`config.mk`:
```
export PLATFORM = sky130hd
export DESIGN_NAME = bucr_fifo
export DESIGN_NICKNAME = d
export VERILOG_FILES = /design/src/rtl/bucr_fifo.sv
export SDC_FILE = /design/constraint.sdc
export NUM_CORES = 1
export LEC_CHECK = 0
export BUFFER_PORTS_ARGS = -buffer_cell sky130_fd_sc_hd__clkbuf_2
export CORE_AREA = 2 2 39 41
export CTS_CLUSTER_DIAMETER = 30
export DETAILED_ROUTE_END_ITERATION = 16
export DIE_AREA = 0 0 41 43
export PLACE_DENSITY = 0.48
export SLEW_MARGIN = 20
export SYNTH_ARGS = -nofsm -noshare
export SYNTH_HDL_FRONTEND = slang
export SYNTH_SLANG_ARGS = --single-unit
```
`constraint.sdc`:
```
create_clock -name clk_i -period 1.9 [get_ports clk_i]
set_input_delay 0.285 -clock clk_i [delete_from_list [all_inputs] [get_ports clk_i]]
set_output_delay 0.285 -clock clk_i [all_outputs]
set_load 0.05 [all_outputs]
```
`src/rtl/bucr_fifo.sv`:
```
// Small first-in first-out queue used for the command and result paths.
`timescale 1ns / 1ps
`default_nettype none

module bucr_fifo #(
  parameter int unsigned DEPTH = 2,
  parameter type item_t = logic
) (
  input  logic  clk_i,
  input  logic  rst_ni,
  input  logic  push_i,
  input  item_t wdata_i,
  output logic  full_o,
  input  logic  pop_i,
  output item_t rdata_o,
  output logic  empty_o
);

  localparam int unsigned PW = (DEPTH > 1) ? $clog2(DEPTH) : 1;
  localparam int unsigned CW = $clog2(DEPTH + 1);

  item_t         mem_q [DEPTH];
  logic [PW-1:0] wr_ptr_q, wr_ptr_d;
  logic [PW-1:0] rd_ptr_q, rd_ptr_d;
  logic [CW-1:0] cnt_q, cnt_d;
  logic          do_push, do_pop;

  assign full_o  = (cnt_q == CW'(DEPTH));
  assign empty_o = (cnt_q == '0);
  assign do_push = push_i && !full_o;
  assign do_pop  = pop_i && !empty_o;
  assign rdata_o = mem_q[rd_ptr_q];

  always_comb begin
    wr_ptr_d = wr_ptr_q;
    rd_ptr_d = rd_ptr_q;
    cnt_d    = cnt_q;
    if (do_push) begin
      wr_ptr_d = (wr_ptr_q == PW'(DEPTH - 1)) ? '0 : wr_ptr_q + PW'(1);
    end
    if (do_pop) begin
      rd_ptr_d = (rd_ptr_q == PW'(DEPTH - 1)) ? '0 : rd_ptr_q + PW'(1);
    end
    if (do_push && !do_pop) begin
      cnt_d = cnt_q + CW'(1);
    end else if (do_pop && !do_push) begin
      cnt_d = cnt_q - CW'(1);
    end
  end

  always_ff @(posedge clk_i or negedge rst_ni) begin
    if (!rst_ni) begin
      wr_ptr_q <= '0;
      rd_ptr_q <= '0;
      cnt_q    <= '0;
    end else begin
      wr_ptr_q <= wr_ptr_d;
      rd_ptr_q <= rd_ptr_d;
      cnt_q    <= cnt_d;
    end
  end

  always_ff @(posedge clk_i) begin
    if (do_push) begin
      mem_q[wr_ptr_q] <= wdata_i;
    end
  end

endmodule

`default_nettype wire

```
==> impl_metrics.ini <==
[run_status]
outcome = completed

[logic_synthesis]
avgSynthCellArea_sq_um = 12.2
syn-num-nets = 28
yosys_warnings = 0
netlist_instances = 22
syn_area_sq_um = 268
ys_ff_latch = 6
ys_seq_area_frac = 0.598
ys_types = 12

[global_routing]
track_usage = 0.0808
overflow = 0
grt_pass1_vias = 221
grt_antenna_before_repair = 0
grt_first_pass_wirelength_um = 897
grt_max_degree = 6

[placed_design]
place_area_sq_um = 323
dp.cells = 45
placement.io_buffers = 7
place_ws_ps = 433
place_congestion = 0.616
dp_hpwl_um = 397

[final_layout]
finalNetCount = 41
areaGrowthSynthToFinish_pct = 34.1
final_area_sq_um = 359
fin_cells = 50
antenna_cells = 0
final_util = 0.259
drive_gt1_frac = 0.324

[critical_path]
cp-startpoint = cnt_q[0]
cp-end-kind = flip-flop
cp_common_cell = xor2_1
r2r-start = cnt_q[0]
crit_chain = nand2b_1 -> nand2_1 -> inv_1 -> ha_1 -> xor2_1 -> nor2_1 -> xor2_1
cp.required_ps = 2060
crit_type = reg -> reg
critPathMaxStageDelay_ps = 420
slowest_stage = dfrtp_1
crit_fanout = 5
crit_family = simple AND/OR/NAND/NOR gates
cp.buffers_inverters = 1
cp.arrival_ps = 1630
start_kind = flip-flop

[die]
die_h_um = 43
start_util = 0.193
boundaryPins = 8
dieArea_sq_mm = 0.00176
die_x_um = 41
placementRows = 14
coreArea_sq_mm = 0.00138

[pwr]
switchingPower_uw = 299
p_leak_uw = 0.000174
seqPwrFrac = 0.359
sw_frac_of_total = 0.435
ir_drop_mv = 0.608
pwr_density_cell_mw_per_mm2 = 1920
pwr-share-clk = 0.183
p_int_uw = 389
power_frac_comb = 0.458

[clocking]
cts_max_path_buffers = 2
numCtsBuffers = 3
cts_tree = built
htreeDepth = 1
cts_root_buf = clkbuf_4
clock_latency_ps = 240
clock_sink_count = 6
path_clk_slew_ps = 50

[drt]
dr.max_layer_used = met3
wl_um = 505
antenna_left = 0
firstDrtPassIters = 4
dr_wl_met2_um = 207
drc = 0
vias_per_cell = 3.84
wl_met1_um = 228
drt_iter0_markers = 1
wl_met3_um = 69
vias = 192
avgRoutedWirePerCell_um = 10.1

[run]
cap_violations = 0

[sta]
layout_setup_ws_ps = 424
post-route-period-util = 0.777
slew_headroom = 0.816
grt_setup_unrepaired = false
clock.fmax_mhz = 678
fin_worst_skew_ps = 8.98
finalHoldViolations = 0
setup_tns_ps = 0
tightest_slew_ps = 278
setup_viol = 0
drv_slew = 0
period_minus_slack_ps = 1480

[hold_path]
hp-start = wdata_i
hp-class = in -> reg
==> sequential cells by signal, summed over array words and instances, names as in the netlist <==
register,flops
cnt_q,2
mem_q,2
rd_ptr_q,1
wr_ptr_q,1
==> metrics by stage <==
step                hold WS, ps  total power [uW]
finish                      247               688
global route                238               748
CTS                         241               701
detailed placement         97.8               564
global placement           93.8               548
floorplan                 -10.6               497
==> cells in the mapped netlist <==
cell type / number / area share
dfrtp_1: 4 / 0.37
nor2_1: 3 / 0.042
xnor2_1: 3 / 0.098
edfxtp_1: 2 / 0.22
inv_1: 2 / 0.028
xor2_1: 2 / 0.065
and3_1: 1 / 0.023
ha_1: 1 / 0.047
mux2_2: 1 / 0.042
nand2_1: 1 / 0.014
nand2b_1: 1 / 0.023
o21ai_1: 1 / 0.019
==> power by group through the flow <==
stage | sequential (uW) | combinational, uW | clock (uW)
2_1_floorplan | 235 | 262 | 0
6_report | 247 | 315 | 126
5_1_grt | 257 | 350 | 141
3_5_place_dp | 248 | 316 | 0
3_3_place_gp | 241 | 307 | 0
4_1_cts | 248 | 321 | 132
==> cells in the final DEF (no fill, tap or decap), drive strengths merged <==
cell         netlist  layout
clkbuf             0      11
nor2               3       3
ha                 1       1
dlygate4sd3        0       1
nand2              1       1
inv                2       2
and3               1       1
nand2b             1       1
dfrtp              4       4
mux2               1       1
xor2               2       2
o21ai              1       1
edfxtp             2       2
xnor2              3       3
==> metal layers <==
| metal | GRT usage | vias up |
|---|---|---|
| met1 | 0.0885 | 88 |
| met2 | 0.116 | 10 |
| met4 | 0.0200 | 0 |
| li1 | - | 94 |
| met5 | 0 | - |
| met3 | 0.0681 | 0 |
==> kinds of logic after synthesis <==
group | after synthesis | share of synthesized area
flip-flops | 6 | 0.598
XOR/XNOR | 5 | 0.164
adder cells (fa/ha/maj) | 1 | 0.0467
AND/OR/NAND/NOR | 6 | 0.103
buffers and inverters | 2 | 0.0280
AO/OA/AOI/OAI | 1 | 0.0187
multiplexers | 1 | 0.0421
==> final cells by class <==
type / count / area, sq um
repair buffers: 8 / 45.0
well taps: 16 / 20.0
multi-input cells: 14 / 100
clock buffers: 4 / 26.3
fillers: 156 / 1020
flip-flops and latches: 6 / 160
inverters: 2 / 7.51
==> timing repair <==
action,CTS,global route
hold endpoints to repair,4,0
buffers inserted,0,0
hold buffers,1,0
gates resized for setup,0,0
endpoints found under the setup margin,0,0
==> path summary, 6_finish.rpt <==
path	to	slack, ps	cells past startpoint
hold reg to reg	rd_ptr_q	480	1
hold / removal	mem_q[1]	250	1
setup reg to reg	cnt_q[1]	420	7
min in group asynchronous	wr_ptr_q	380	2
setup / recovery	cnt_q[1]	420	7
max in group asynchronous	cnt_q[0]	1380	2
Note: power is estimated with default switching activity, not from simulation.
